$ cat config.mk
export PLATFORM = sky130hd
export DESIGN_NAME = tga_rle_pixel_decoder
export DESIGN_NICKNAME = d
export VERILOG_FILES = /design/src/design/tga_rle_pkg.sv /design/src/design/tga_rle_pixel_decoder.sv /design/src/design/tga_rle_rsp_buf.sv
export VERILOG_INCLUDE_DIRS = /design/src /design/src/design
export SDC_FILE = /design/constraint.sdc
export NUM_CORES = 1
export LEC_CHECK = 0
export ABC_AREA = 1
export BUFFER_PORTS_ARGS = -buffer_cell sky130_fd_sc_hd__buf_2
export CORE_MARGIN = 8
export CORE_UTILIZATION = 55
export CTS_CLUSTER_SIZE = 30
export DETAILED_ROUTE_END_ITERATION = 7
export GPL_ROUTABILITY_DRIVEN = 1
export PLACE_DENSITY = 0.77
export SYNTH_ARGS = -nofsm -noshare
export SYNTH_HDL_FRONTEND = slang
export SYNTH_SLANG_ARGS = --single-unit
$ cat constraint.sdc
create_clock -name clock -period 5.4 [get_ports clock]
set_input_delay 1.08 -clock clock [delete_from_list [all_inputs] [get_ports clock]]
set_output_delay 1.08 -clock clock [all_outputs]
set_load 0.05 [all_outputs]
$ cat src/design/tga_rle_pixel_decoder_macros.svh
// Assertion macros for the TGA run-length pixel decoder.
// Included by the top level; no other dependencies.
`ifndef TGA_RLE_PIXEL_DECODER_MACROS_SVH
`define TGA_RLE_PIXEL_DECODER_MACROS_SVH
`ifndef SYNTHESIS
// Antecedent on one cycle implies consequent on the same cycle.
`define TGA_ASSERT_IMPLY(lbl, clk, rst, ante, cons) \
   lbl: assert property (@(posedge clk) disable iff (rst) (ante) |-> (cons)) \
      else $error("tga_rle_pixel_decoder: implication check failed");
// Antecedent on one cycle implies consequent on the next cycle.
`define TGA_ASSERT_NEXT(lbl, clk, rst, ante, cons) \
   lbl: assert property (@(posedge clk) disable iff (rst) (ante) |=> (cons)) \
      else $error("tga_rle_pixel_decoder: next-cycle check failed");
`else
`define TGA_ASSERT_IMPLY(lbl, clk, rst, ante, cons)
`define TGA_ASSERT_NEXT(lbl, clk, rst, ante, cons)
`endif
`endif

$ cat src/design/tga_rle_pkg.sv
// Package for the TGA run-length pixel decoder: types, codes and constants.
// No dependencies; used by every module of the decoder.
`timescale 1ns / 1ps
`default_nettype none

package tga_rle_pkg;

   // Configuration port.
   localparam int CSR_DATA_WIDTH      = 25;
   localparam int CSR_INDEX_WIDTH     = 1;
   localparam int PIXEL_COUNT_WIDTH_DEF = 25;

   localparam logic [CSR_INDEX_WIDTH-1:0] CSR_BYTES_PER_PIXEL = 1'd0;
   localparam logic [CSR_INDEX_WIDTH-1:0] CSR_PIXEL_COUNT     = 1'd1;

   localparam logic [2:0]                BPP_RESET         = 3'd3;
   localparam logic [CSR_DATA_WIDTH-1:0] PIXEL_COUNT_RESET = 25'd1;

   // Packet header decoding.
   localparam logic [7:0] RUN_HEADER_BIAS = 8'd127;

   // Result status codes.
   typedef enum logic [1:0] {
      ST_OK    = 2'd0,
      ST_CLIP  = 2'd1,
      ST_SHORT = 2'd2
   } status_type;

   // One result transaction.
   typedef struct packed {
      logic [7:0] out_byte0;
      logic [7:0] out_byte1;
      logic [7:0] out_byte2;
      logic [7:0] out_byte3;
      logic [7:0] repeat_count;
      status_type status;
      logic       image_done;
   } rsp_type;

endpackage

`default_nettype wire

$ cat src/design/tga_rle_pixel_decoder.sv
// Top level of the TGA run-length pixel decoder: packet parsing and pixel output.
// Depends on tga_rle_pkg, tga_rle_rsp_buf and tga_rle_pixel_decoder_macros.svh.
`timescale 1ns / 1ps
`default_nettype none
`include "tga_rle_pixel_decoder_macros.svh"

// The decoder takes one coded image byte per clock cycle while req_ready is high
// and issues at most one result per byte: each completed pixel is registered with
// its repeat count and RGB(A) byte order. All work for a byte is done in a single
// pass between the packet state registers and the result register, so the
// sustained rate is one byte per cycle while req_ready is high. The result register
// is backed by a skid stage; req_ready drops only while both hold a result that the
// consumer has not yet taken. Configuration writes take effect on the next byte.

module tga_rle_pixel_decoder
   import tga_rle_pkg::*;
#(
   parameter int PIXEL_COUNT_WIDTH = PIXEL_COUNT_WIDTH_DEF
)
(
   input  wire logic                       clock,
   input  wire logic                       reset,
   // Configuration write port.
   input  wire logic                       csr_we,
   input  wire logic [CSR_INDEX_WIDTH-1:0] csr_index,
   input  wire logic [CSR_DATA_WIDTH-1:0]  csr_wdata,
   // Coded byte input.
   input  wire logic                       req_valid,
   output logic                            req_ready,
   input  wire logic [7:0]                 req_data_byte,
   input  wire logic                       req_last_byte,
   // Pixel results.
   output logic                            rsp_valid,
   input  wire logic                       rsp_ready,
   output logic [7:0]                      rsp_out_byte0,
   output logic [7:0]                      rsp_out_byte1,
   output logic [7:0]                      rsp_out_byte2,
   output logic [7:0]                      rsp_out_byte3,
   output logic [7:0]                      rsp_repeat_count,
   output logic [1:0]                      rsp_status,
   output logic                            rsp_image_done
);

   localparam int PCW = PIXEL_COUNT_WIDTH;

   // Configuration registers.
   logic [2:0]                bpp_ff;
   logic [CSR_DATA_WIDTH-1:0] pixel_count_ff;

   // Packet and image state.
   logic           expect_header_ff,  expect_header_in;
   logic           packet_is_run_ff,  packet_is_run_in;
   logic [7:0]     packet_left_ff,    packet_left_in;
   logic [1:0]     byte_in_pixel_ff,  byte_in_pixel_in;
   logic [23:0]    pixel_bytes_ff,    pixel_bytes_in;
   logic [PCW-1:0] pixels_written_ff, pixels_written_in;
   logic           image_finished_ff, image_finished_in;

   logic                       accept;
   logic                       push;
   logic                       push_ready;
   rsp_type                    push_data;
   rsp_type                    rsp_data;
   logic                       clear_image;
   logic [1:0]                 size_m1;
   logic                       pixel_complete;
   logic [PCW+CSR_DATA_WIDTH-1:0] pc_ext;
   logic [PCW-1:0]             pc_used;
   logic [PCW-1:0]             total;
   logic [PCW-1:0]             remaining;
   logic [7:0]                 rep_req;
   logic [PCW-1:0]             rep_req_ext;
   logic [7:0]                 rep_final;
   logic                       rep_clip;
   logic                       rep_exact;
   logic [7:0]                 left_after;

   assign accept = req_valid && req_ready;

   // Pixel size in bytes minus one; unsupported sizes decode as three bytes.
   always_comb begin
      case (bpp_ff)
         3'd1:    size_m1 = 2'd0;
         3'd4:    size_m1 = 2'd3;
         default: size_m1 = 2'd2;
      endcase
   end

   assign pixel_complete = (byte_in_pixel_ff >= size_m1);

   // Image size in use: low bits of the register, zero treated as one.
   assign pc_ext  = {{PCW{1'b0}}, pixel_count_ff};
   assign pc_used = pc_ext[PCW-1:0];
   assign total   = (pc_used == '0) ? PCW'(1) : pc_used;
   assign remaining = (pixels_written_ff < total) ? (total - pixels_written_ff) : '0;

   // Repeat count of the pixel being completed, clipped to the image end.
   assign rep_req     = packet_is_run_ff ? packet_left_ff : 8'd1;
   assign rep_req_ext = PCW'(rep_req);
   assign rep_clip    = (rep_req_ext > remaining);
   assign rep_exact   = (rep_req_ext == remaining);
   assign rep_final   = rep_clip ? remaining[7:0] : rep_req;
   assign left_after  = packet_is_run_ff ? 8'd0 : (packet_left_ff - 8'd1);

   // Next state and result for one accepted byte.
   always_comb begin
      expect_header_in  = expect_header_ff;
      packet_is_run_in  = packet_is_run_ff;
      packet_left_in    = packet_left_ff;
      byte_in_pixel_in  = byte_in_pixel_ff;
      pixel_bytes_in    = pixel_bytes_ff;
      pixels_written_in = pixels_written_ff;
      image_finished_in = image_finished_ff;
      clear_image       = 1'b0;
      push              = 1'b0;
      push_data         = '0;
      push_data.status  = ST_OK;

      if (accept) begin
         if (image_finished_ff) begin
            // Trailing bytes after a complete image are dropped.
            clear_image = req_last_byte;
         end else if (expect_header_ff) begin
            // Packet header: raw count below 128, run count otherwise.
            if (!req_data_byte[7]) begin
               packet_is_run_in = 1'b0;
               packet_left_in   = req_data_byte + 8'd1;
            end else begin
               packet_is_run_in = 1'b1;
               packet_left_in   = req_data_byte - RUN_HEADER_BIAS;
            end
            expect_header_in = 1'b0;
            byte_in_pixel_in = 2'd0;
            pixel_bytes_in   = '0;
            if (req_last_byte) begin
               push                 = 1'b1;
               push_data.status     = ST_SHORT;
               push_data.image_done = 1'b1;
               clear_image          = 1'b1;
            end
         end else if (!pixel_complete) begin
            // Collect a leading byte of the pixel.
            case (byte_in_pixel_ff)
               2'd0:    pixel_bytes_in[7:0]   = pixel_bytes_ff[7:0]   | req_data_byte;
               2'd1:    pixel_bytes_in[15:8]  = pixel_bytes_ff[15:8]  | req_data_byte;
               2'd2:    pixel_bytes_in[23:16] = pixel_bytes_ff[23:16] | req_data_byte;
               default: pixel_bytes_in        = pixel_bytes_ff;
            endcase
            byte_in_pixel_in = byte_in_pixel_ff + 2'd1;
            if (req_last_byte) begin
               push                 = 1'b1;
               push_data.status     = ST_SHORT;
               push_data.image_done = 1'b1;
               clear_image          = 1'b1;
            end
         end else begin
            // Final byte of a pixel: reorder and emit it with its count.
            case (size_m1)
               2'd0: begin
                  push_data.out_byte0 = req_data_byte;
               end
               2'd3: begin
                  push_data.out_byte0 = pixel_bytes_ff[23:16];
                  push_data.out_byte1 = pixel_bytes_ff[15:8];
                  push_data.out_byte2 = pixel_bytes_ff[7:0];
                  push_data.out_byte3 = req_data_byte;
               end
               default: begin
                  push_data.out_byte0 = req_data_byte;
                  push_data.out_byte1 = pixel_bytes_ff[15:8];
                  push_data.out_byte2 = pixel_bytes_ff[7:0];
               end
            endcase
            byte_in_pixel_in  = 2'd0;
            pixel_bytes_in    = '0;
            packet_left_in    = left_after;
            expect_header_in  = (left_after == 8'd0) ? 1'b1 : expect_header_ff;
            pixels_written_in = pixels_written_ff + PCW'(rep_final);
            image_finished_in = rep_clip || rep_exact;
            push                   = 1'b1;
            push_data.repeat_count = rep_final;
            push_data.image_done   = rep_clip || rep_exact || req_last_byte;
            if (rep_clip) begin
               push_data.status = ST_CLIP;
            end else if (req_last_byte && !rep_exact) begin
               push_data.status = ST_SHORT;
            end
            clear_image = req_last_byte;
         end
      end

      // End of file data returns the image state to its reset values.
      if (clear_image) begin
         expect_header_in  = 1'b1;
         packet_is_run_in  = 1'b0;
         packet_left_in    = '0;
         byte_in_pixel_in  = '0;
         pixel_bytes_in    = '0;
         pixels_written_in = '0;
         image_finished_in = 1'b0;
      end
   end

   // Configuration registers.
   always_ff @(posedge clock) begin
      if (reset) begin
         bpp_ff         <= BPP_RESET;
         pixel_count_ff <= PIXEL_COUNT_RESET;
      end else if (csr_we) begin
         case (csr_index)
            CSR_BYTES_PER_PIXEL: bpp_ff         <= csr_wdata[2:0];
            CSR_PIXEL_COUNT:     pixel_count_ff <= csr_wdata;
            default:             bpp_ff         <= bpp_ff;
         endcase
      end
   end

   // Packet and image state registers.
   always_ff @(posedge clock) begin
      if (reset) begin
         expect_header_ff  <= 1'b1;
         packet_is_run_ff  <= 1'b0;
         packet_left_ff    <= '0;
         byte_in_pixel_ff  <= '0;
         pixel_bytes_ff    <= '0;
         pixels_written_ff <= '0;
         image_finished_ff <= 1'b0;
      end else begin
         expect_header_ff  <= expect_header_in;
         packet_is_run_ff  <= packet_is_run_in;
         packet_left_ff    <= packet_left_in;
         byte_in_pixel_ff  <= byte_in_pixel_in;
         pixel_bytes_ff    <= pixel_bytes_in;
         pixels_written_ff <= pixels_written_in;
         image_finished_ff <= image_finished_in;
      end
   end

   // Result register and skid stage.
   tga_rle_rsp_buf u_rsp_buf (
      .clock      (clock),
      .reset      (reset),
      .push       (push),
      .push_data  (push_data),
      .push_ready (push_ready),
      .rsp_valid  (rsp_valid),
      .rsp_ready  (rsp_ready),
      .rsp_data   (rsp_data)
   );

   assign req_ready        = push_ready;
   assign rsp_out_byte0    = rsp_data.out_byte0;
   assign rsp_out_byte1    = rsp_data.out_byte1;
   assign rsp_out_byte2    = rsp_data.out_byte2;
   assign rsp_out_byte3    = rsp_data.out_byte3;
   assign rsp_repeat_count = rsp_data.repeat_count;
   assign rsp_status       = rsp_data.status;
   assign rsp_image_done   = rsp_data.image_done;

   // Input is stalled only while the result register holds a transaction.
   `TGA_ASSERT_IMPLY(a_stall_needs_result, clock, reset, !req_ready, rsp_valid)
   // Clipped and short results always close the image.
   `TGA_ASSERT_IMPLY(a_error_closes_image, clock, reset,
      rsp_valid && (rsp_status == ST_CLIP || rsp_status == ST_SHORT), rsp_image_done)
   // A truncation result with a zero repeat count never carries pixel data.
   `TGA_ASSERT_IMPLY(a_zero_count_no_data, clock, reset,
      rsp_valid && rsp_status == ST_SHORT && rsp_repeat_count == 8'd0,
      rsp_out_byte0 == 8'd0 && rsp_out_byte1 == 8'd0 &&
      rsp_out_byte2 == 8'd0 && rsp_out_byte3 == 8'd0)
   // The last byte of the file always leaves the decoder waiting for a header.
   `TGA_ASSERT_NEXT(a_last_byte_clears, clock, reset,
      accept && req_last_byte, expect_header_ff && !image_finished_ff)

endmodule

`default_nettype wire

$ cat src/design/tga_rle_rsp_buf.sv
// Result register with a skid stage for the TGA run-length pixel decoder.
// Depends on tga_rle_pkg for the result type.
`timescale 1ns / 1ps
`default_nettype none

module tga_rle_rsp_buf
   import tga_rle_pkg::*;
(
   input  wire logic    clock,
   input  wire logic    reset,
   input  wire logic    push,
   input  wire rsp_type push_data,
   output logic         push_ready,
   output logic         rsp_valid,
   input  wire logic    rsp_ready,
   output rsp_type      rsp_data
);

   logic    out_valid_ff, out_valid_in;
   logic    skid_valid_ff, skid_valid_in;
   rsp_type out_data_ff, out_data_in;
   rsp_type skid_data_ff, skid_data_in;
   logic    pop;

   // A new result can always be taken while the skid stage is empty.
   assign push_ready = !skid_valid_ff;
   assign pop        = out_valid_ff && rsp_ready;
   assign rsp_valid  = out_valid_ff;
   assign rsp_data   = out_data_ff;

   // Move results between the output register and the skid stage.
   always_comb begin
      out_valid_in  = out_valid_ff;
      skid_valid_in = skid_valid_ff;
      out_data_in   = out_data_ff;
      skid_data_in  = skid_data_ff;
      if (push) begin
         if (!out_valid_ff || pop) begin
            out_data_in  = push_data;
            out_valid_in = 1'b1;
         end else begin
            skid_data_in  = push_data;
            skid_valid_in = 1'b1;
         end
      end else if (pop) begin
         if (skid_valid_ff) begin
            out_data_in   = skid_data_ff;
            skid_valid_in = 1'b0;
         end else begin
            out_valid_in = 1'b0;
         end
      end
   end

   // Valid flags are reset; the payload is not.
   always_ff @(posedge clock) begin
      if (reset) begin
         out_valid_ff  <= 1'b0;
         skid_valid_ff <= 1'b0;
      end else begin
         out_valid_ff  <= out_valid_in;
         skid_valid_ff <= skid_valid_in;
      end
   end

   always_ff @(posedge clock) begin
      out_data_ff  <= out_data_in;
      skid_data_ff <= skid_data_in;
   end

endmodule

`default_nettype wire
# Word level (Yosys, flattened, before mapping)

Index checks and enable logic that the tools add are counted.

Register bits: 178
Output and inout port bits: 45
Word-level logic and storage cells: 140

Add/subtract/negate cells: 6
Magnitude comparators: 3
Equal/unequal tests: 9
Multiplexer cells: 55
Bitwise logic cells: 7
Reductions and logical operators: 33

Operators with widths:

| cell                                                               | number |
|---|---|
| 43-bit 2-to-1 mux                                                  | 6 |
| 8-bit 2-to-1 mux                                                   | 11 |
| 40-bit 2-to-1 mux                                                  | 2 |
| 25-bit 2-to-1 mux                                                  | 2 |
| 24-bit 2-to-1 mux                                                  | 2 |
| 25-bit by 8-bit adder with 25-bit output                           | 1 |
| 8-bit by 25-bit == test with 1-bit output                          | 1 |
| 8-bit by 25-bit greater-than comparator with 1-bit output          | 1 |
| 25-bit zero test                                                   | 1 |
| 25-bit < comparator                                                | 1 |
| 25-bit subtractor                                                  | 1 |
| 8-bit OR                                                           | 3 |
| 1-bit 2-to-1 mux                                                   | 23 |
| 3-bit AND reduction                                                | 7 |
| 16-bit 2-to-1 mux                                                  | 1 |
| 2-bit AND reduction                                                | 5 |
| 3-bit 2-to-1 mux                                                   | 3 |
| 3-bit nonzero test                                                 | 3 |
| 8-bit by 1-bit adder with 8-bit output, second input constant      | 1 |
| 8-bit zero test                                                    | 1 |
| 2-bit 2-to-1 mux                                                   | 4 |
| 8-bit by 1-bit subtractor with 8-bit output, second input constant | 1 |
| 8-bit by 7-bit subtractor with 8-bit output, second input constant | 1 |
| 2-bit nonzero test                                                 | 3 |
| 16 further kinds                                                   | 28 |

# Depth between registers and ports, before layout

Gate-level depths: netlist (run 1).

Word-level depth: 15
Depth in mapped cells: 45
Gate-level depth less buffers: 45

# Modules after synthesis

A second synthesis (run 1) with hierarchy kept.

Cells, all modules: 1435
Area total of the unflattened synthesis: 10337.4 sq um

By module, submodules not included:

| module                | instances | cells each | area an instance (sq um) |
|---|---|---|---|
| tga_rle_pixel_decoder | 1         | 1193       | 7089.3 |
| tga_rle_rsp_buf       | 1         | 242        | 3248.1 |

# Least setup slack after synthesis (run 1)

OpenSTA, ideal clock, no wires.

Path type: register to register
Start point: register pixel_count_ff[22] (netlist: pc_used[22])
End point: register pixels_written_ff[24]
Setup time: 0.118 ns
Arrival time: 4.988 ns
Data required time: 5.282 ns
Setup slack: 0.294 ns
Cell stages (with the launch flop): 41
Path buffers: 0
Cells stage by stage: dfxtp_1 > or4_1 > nor3_1 > a41oi_1 > ha_1 > inv_1 > fa_1 > nand2_1 > a21oi_1 > or2_2 > nand3_1 > ha_1 > nand2_1 > a21oi_1 > nor2_1 > nand2_1 > o21bai_1 > nand2_1 > [... 5 more ...] > nor2_8 > nand3_4 > nand2_1 > nand2_1 > inv_1 > ha_1 > fa_1 > nand3_1 > nand2_1 > a31oi_1 > o21ai_0 > nand2_1 > nor2_1 > nand2_1 > nor2_1 > nand4_1 > o21ai_1 > a21oi_1

Longest elaborated chain between the ends: 7
Elaborated cells on any way between the ends: 8
Classes of those cells: 2 x add/sub; 2 x order compare; 3 x mux; 1 x reduce/logical

Ends and longest elaborated chain:

| what                                                            | line                         | RTL |
|---|---|---|
| from (decl)                                                     | tga_rle_pixel_decoder.sv:48  | `logic [CSR_DATA_WIDTH-1:0] pixel_count_ff;` |
| from (signal assigned)                                          | tga_rle_pixel_decoder.sv:212 | `CSR_PIXEL_COUNT: pixel_count_ff <= csr_wdata;` |
| 25-bit zero test                                                | tga_rle_pixel_decoder.sv:94  | `assign total = (pc_used == '0) ? PCW'(1) : pc_used;` |
| 25-bit 2-to-1 mux (*)                                           | tga_rle_pixel_decoder.sv:94  |  |
| 25-bit subtractor / 25-bit < comparator (equally long branches) | tga_rle_pixel_decoder.sv:95  | `assign remaining = (pixels_written_ff < total) ? (total - pixels_written_ff) : '0;` |
| 25-bit 2-to-1 mux (*)                                           | tga_rle_pixel_decoder.sv:95  |  |
| 8-bit by 25-bit greater-than comparator with 1-bit output       | tga_rle_pixel_decoder.sv:100 | `assign rep_clip = (rep_req_ext > remaining);` |
| 8-bit 2-to-1 mux (*)                                            | tga_rle_pixel_decoder.sv:102 | `assign rep_final = rep_clip ? remaining[7:0] : rep_req;` |
| 25-bit by 8-bit adder with 25-bit output (*)                    | tga_rle_pixel_decoder.sv:178 | `pixels_written_in = pixels_written_ff + PCW'(rep_final);` |
| to (signal assigned)                                            | tga_rle_pixel_decoder.sv:234 | `pixels_written_ff <= pixels_written_in;` |
| to (decl)                                                       | tga_rle_pixel_decoder.sv:56  | `logic [PCW-1:0] pixels_written_ff, pixels_written_in;` |

Mark *: on every way between the ends. The rest lies on a longest branch, timed or not.
A chain may end at the register's enable or synchronous reset.

==> results of run 1 <==
[timing repair]
action,in CTS,in global routing
buffers inserted,19,15
endpoints found under the setup margin,14,26
gates cloned,1,0
hold buffers,0,0
pin swaps,19,45
resized for setup,41,93
[logic make-up (layout without fill, tap and decap cells)]
kind of cell,after synthesis,count (layout),share of synthesized area [%]
simple gates,670,671,27.80
fa+ha+maj,51,51,6.444
compound gates,218,218,11.50
buf+inv,257,423,9.653
xor+xnor,11,11,0.9505
flops,178,178,43.65
[stage by stage]
stage                     TNS (ns)  util [%]  instances  cell area (um2)  hold WS, ns
after global routing        -5.626     69.79       1781            12580       0.4929
after CTS                  -0.4344     66.99       1767            12070       0.4723
after floorplan                  0         -       1385            10140       0.4371
after detailed placement    -1.567     62.13       1715            11200       0.4558
after global placement     -0.3214     62.13       1715            11200       0.4473
final                      -0.7281     69.79       1781            12580       0.4729
[where the power goes]
group	switching [mW]	total, mW	internal [mW]
Clock	0.548	1.20	0.650
Sequential	0.0315	1.49	1.46
Combinational	0.707	1.15	0.440
Total	1.29	3.84	2.55
[final cells by class]
type,count,area (um2)
clock buffers,18,429.2
clock inverters,14,142.6
fillers,1438,5445
inverters,196,743.2
multi-input cells,951,5286
flip-flops and latches,178,4427
well taps,229,286.5
repair buffers,195,1265
[per-layer routing]
layer,global-route usage [%],share of wire [%]
met1,29.71,41
met2,41.46,49
met3,5.227,7.0
met4,7.790,2.4
met5,0,0
[final timing paths]
kind                            depth (start not counted)  slack, ns                        end
worst max-delay path                                   39      -0.12  u_rsp_buf.skid_data_ff[2]
worst min-delay path                                    2       0.47          pixel_bytes_ff[3]
worst max register to register                         39      -0.12  u_rsp_buf.skid_data_ff[2]
worst min register to register                          2       0.47          pixel_bytes_ff[3]
[worst max-delay path, delay by kind of cell (launching register included)]
kind                     cells  cell delay, ns
buffers and inverters       15            1.71
AND/OR/NAND/NOR             17            1.99
adder cells (fa/ha/maj)      3            0.74
flip-flops                   1            0.32
AO/OA/AOI/OAI                4            0.49
[cell usage after synthesis, drive strengths merged (2+ instances only)]
cell type,count
ha,49
o22ai,6
xnor2,4
xor2,7
nand2,370
nand3,58
inv,196
nor2,174
o21bai,6
and2,2
nand4,27
nor4,8
o211ai,5
fa,2
buf,5
a311oi,2
nand3b,4
or2,7
dfxtp,92
clkbuf,56
nor3,18
edfxtp,86
a21oi,82
o21ai,107
a31oi,2
a21o,4
[registers in the layout, indices dropped and copies added (netlist names)]
| signal | count |
|---|---|
| image_finished_ff | 1 |
| u_rsp_buf.skid_data_ff | 43 |
| packet_left_ff | 8 |
| u_rsp_buf.rsp_valid | 1 |
| bpp_ff | 3 |
| byte_in_pixel_ff | 2 |
| pc_used | 25 |
| u_rsp_buf.skid_valid_ff | 1 |
| expect_header_ff | 1 |
| u_rsp_buf.rsp_data | 43 |
| packet_is_run_ff | 1 |
| pixel_bytes_ff | 24 |
| pixels_written_ff | 25 |
==> results.ini, run 1 <==
[run_status]
outcome = complete, but fails checks
violations = negative setup slack

[timing]
finalCriticalPeriod_ns = 5.515
slew_headroom_pct = 46.40
tightest_slew_ns = 0.8029
max_freq_mhz = 181.3
finalWorstSetupSlack_ns = -0.1154
finalSetupViolations = 12
rsz0062_at_grt = true
finalClockSkew_ns = 0.009250
hold_viol = 0
finalCritPeriodShare_pct = 102.1
drv_slew = 0

[worst_hold_path]
hold_start = pixel_bytes_ff[3]
hp-class = reg2reg

[die]
initial_utilization_pct = 56.23
die_width_um = 151.8
num_io_pins = 85
die_y_um = 151.8
core_area_um2 = 18020
die_area_um2 = 23030
rows = 49

[drt]
wl_per_cell_um = 16.16
dr.pass1.iters = 8
drt_iter0_markers = 792
ant_nets = 0
via_per_inst = 5.427
drc_errors = 0
totalWireLength_um = 28790
vias = 9666

[power_and_ir_drop]
p_total_mw = 3.838
p_leak_nw = 5.951
ir_drop_mv = 0.2528
powerDensity_nw_per_um2 = 305.1

[setup_path]
rr_startpoint = pc_used[22]
cp-startpoint = pc_used[22]
start_kind = flip-flop
critPathKind = reg2reg
crit_top_cell = buf_4
crit_path_end_kind = flip-flop
max_stage_delay_ns = 0.54
crit_fanout = 4
cp.arrival_ns = 5.70
cp_slowest_cell = or4_4
cp.required_ns = 5.58

[final_layout]
drive_above_1_share_pct = 22.36
areaGrowthSynthToFinish_pct = 24.11
n_antenna_cell = 0
final_common_cell = nand2_1
nets = 1630
mostFrequentLayoutCells = nand2_1, inv_1, nor2_1

[synth]
synth_area_per_cell_um2 = 7.318
ys_warn_count = 0
ys_ff_latch = 178
seq_area_frac_synth_pct = 43.65
synth_edf_count = 86
yosysUniqueCellTypes = 47
yosys_most_used_dff = dfxtp_1
yosysTopAreaCellShare_pct = 25.48
synthTopCellsByArea = edfxtp_1, dfxtp_1, nand2_1
synth_top_area_cell = edfxtp_1
synthArstFlopShare_pct = 0
synth_cells = 1385
syn_nets = 1476
syn_area_um2 = 10140

[global_route]
grtUsageTotal_pct = 24.18
grt_max_degree = 75
grt_pass1_wl_um = 43660
grt_pass1_vias = 8988
gr-total-overflow = 0
antenna_found_initial = 0

[place]
portBuffers = 84
place_congestion = 0.9635
place.detailed.hpwl_um = 20910
pre_cts_ws_ns = -0.2458

[clock_network]
htree_num_levels = 4
clk_latency_ns = 0.43
numCtsBuffers = 17
cts-root-buf = clkbuf_16
cts.path.max_buffers = 2
cts_tree = yes
cts.clk_slew.worst_paths_ns = 0.07
clkSinkCount = 178

[flow_run]
drv_cap = 0

Power figures use the tool's default switching activity.
==> inputs of run 2 (changes only) <==
- CORE_UTILIZATION: 55 -> 61
- PLACE_DENSITY: 0.77 -> 0.81
- clock period: 5.4 -> 5.3 ns (I/O delays scaled with it)
==> run 2 against run 1 <==
The run still ends with negative setup slack left. Maximum frequency shrank 4.5%. Non-clock buffer count grew 33. Clock-buffer cell count is the same. Sequential power is essentially flat. Setup slack lost 0.36 ns. Via count grew 9.1%. Cell count grew 1.3%. Utilization grew 8.9 points. Critical path type unchanged. Largest power group unchanged.
==> results.ini, run 2 (synthesized netlist as in run 1, its figures left out) <==
[clock_network]
numCtsBuffers = 17  ; unchanged
cts.path.max_buffers = 2  ; unchanged
cts.clk_slew.worst_paths_ns = 0.07  ; about the same
htree_num_levels = 4  ; unchanged
clkSinkCount = 178  ; unchanged
cts-root-buf = clkbuf_16  ; unchanged
cts_tree = yes  ; unchanged
clk_latency_ns = 0.44  ; was 0.43 ns

[place]
place_congestion = 0.9977  ; was 0.9635
placed_area_um2 = 11230  ; was 11200 um2
portBuffers = 84  ; unchanged
place.detailed.hpwl_um = 20070  ; was 20910 um
pre_cts_ws_ns = -0.3449  ; was -0.2458 ns

[final_layout]
final_common_cell = nand2_1  ; unchanged
drive_above_1_share_pct = 24.04  ; was 22.36%
final_area_um2 = 12910  ; was 12580 um2
areaGrowthSynthToFinish_pct = 27.39  ; was 24.11%
nets = 1663  ; was 1630
mostFrequentLayoutCells = nand2_1, inv_1, nor2_1  ; unchanged
n_antenna_cell = 0  ; unchanged

[setup_path]
crit_top_cell = nand2_1  ; was buf_4
crit_path_end_kind = flip-flop  ; unchanged
crit_fanout = 5  ; was 4
cp.required_ns = 5.66  ; was 5.58 ns
max_stage_delay_ns = 0.54  ; about the same
critPathKind = reg2reg  ; unchanged
cp.arrival_ns = 6.13  ; was 5.70 ns
start_kind = flip-flop  ; unchanged
cp_slowest_cell = or4_4  ; unchanged

[power_and_ir_drop]
ir_drop_mv = 0.2760  ; was 0.2528 mV
p_leak_nw = 6.134  ; was 5.951 nW
powerDensity_nw_per_um2 = 320.1  ; was 305.1 nW/um2

[drt]
totalWireLength_um = 32360  ; was 28790 um
via_per_inst = 5.840  ; was 5.427
drt_iter0_markers = 1390  ; was 792
wl_per_cell_um = 17.93  ; was 16.16 um
drc_errors = 0  ; unchanged
vias = 10540  ; was 9666
ant_nets = 0  ; unchanged
dr.pass1.iters = 6  ; was 8

[global_route]
grt_pass1_vias = 10000  ; was 8988
grt_max_degree = 75  ; unchanged
gr-total-overflow = 0  ; unchanged
grtUsageTotal_pct = 28.24  ; was 24.18%
grt_pass1_wl_um = 48760  ; was 43660 um
antenna_found_initial = 0  ; unchanged

[timing]
drv_slew = 0  ; unchanged
tightest_slew_ns = 0.8218  ; was 0.8029 ns
hold_viol = 0  ; unchanged
slew_headroom_pct = 45.13  ; was 46.40%
finalSetupViolations = 23  ; was 12
fin_hold_ws_ns = 0.4755  ; was 0.4729 ns
max_freq_mhz = 173.2  ; was 181.3 MHz
finalCriticalPeriod_ns = 5.775  ; was 5.515 ns
finalClockSkew_ns = 0.01832  ; was 0.009250 ns
finalWorstSetupSlack_ns = -0.4751  ; was -0.1154 ns
rsz0062_at_grt = true  ; unchanged
finalCritPeriodShare_pct = 109.0  ; was 102.1%

[die]
num_io_pins = 85  ; unchanged
die_area_um2 = 21000  ; was 23030 um2
die_y_um = 144.9  ; was 151.8 um
core_area_um2 = 16410  ; was 18020 um2
rows = 47  ; was 49
initial_utilization_pct = 61.78  ; was 56.23%
die_width_um = 144.9  ; was 151.8 um

[flow_run]
drv_cap = 0  ; unchanged

[run_status]
violations = negative setup slack  ; unchanged
outcome = complete, but fails checks  ; unchanged

[worst_hold_path]
hp-class = reg2reg  ; unchanged

## run 2: metrics by stage
step                      std cells  util, %  total power [mW]  setup TNS [ns]
after floorplan                1385        -             2.186               0
after global placement         1712    68.46             2.454         -0.9132
after detailed placement       1712    68.46             2.480          -3.028
after CTS                      1801    76.37             3.929         -0.7498
after global routing           1805    78.70             4.275          -11.58
final                          1805    78.70             4.133          -7.405
## run 2: worst max-delay path, delay by kind of cell, from the launching register on
kind	cells	cell delay (ns)
AOI/OAI and AO/OA	7	1.10
adders and majority gates	4	1.03
buffers and inverters	5	0.49
DFF	1	0.32
and+or+nand+nor	23	2.72
## run 2: metal layers
metal	track usage [%]	vias up	share of wire, %
met5	0	-	0
met3	5.846	219	9.3
met4	16.73	0	6.1
met1	33.25	4717	37
met2	46.96	741	48
li1	-	4864	-
## run 2: power breakdown
| part | switching [mW] | internal [mW] |
|---|---|---|
| logic | 0.778 | 0.481 |
| registers | 0.0341 | 1.49 |
| clock network | 0.592 | 0.760 |
## run 2: worst paths after layout
path / start / slack, ns / end / cells after the start
setup reg to reg: pc_used[23] / -0.48 / pixels_written_ff[24] / 39
setup / recovery: pc_used[23] / -0.48 / pixels_written_ff[24] / 39
hold / removal: pixel_bytes_ff[5] / 0.48 / pixel_bytes_ff[5] / 2
hold reg to reg: pixel_bytes_ff[5] / 0.48 / pixel_bytes_ff[5] / 2
## run 2: area by class of cell
class | instances | area, um2
clock buffer | 18 | 429.2
timing repair buffer | 228 | 1550
sequential | 178 | 4427
clock inverter | 14 | 196.4
fill | 983 | 3495
multi-input combinational | 951 | 5296
inverter | 196 | 738.2
tap | 220 | 275.3
## run 2: what timing repair did
action / CTS / global route
gates cloned: 1 / 0
hold buffers: 0 / 0
buffers inserted: 57 / 13
resized for setup: 67 / 79
setup endpoints to repair: 16 / 28
pin swaps: 40 / 58
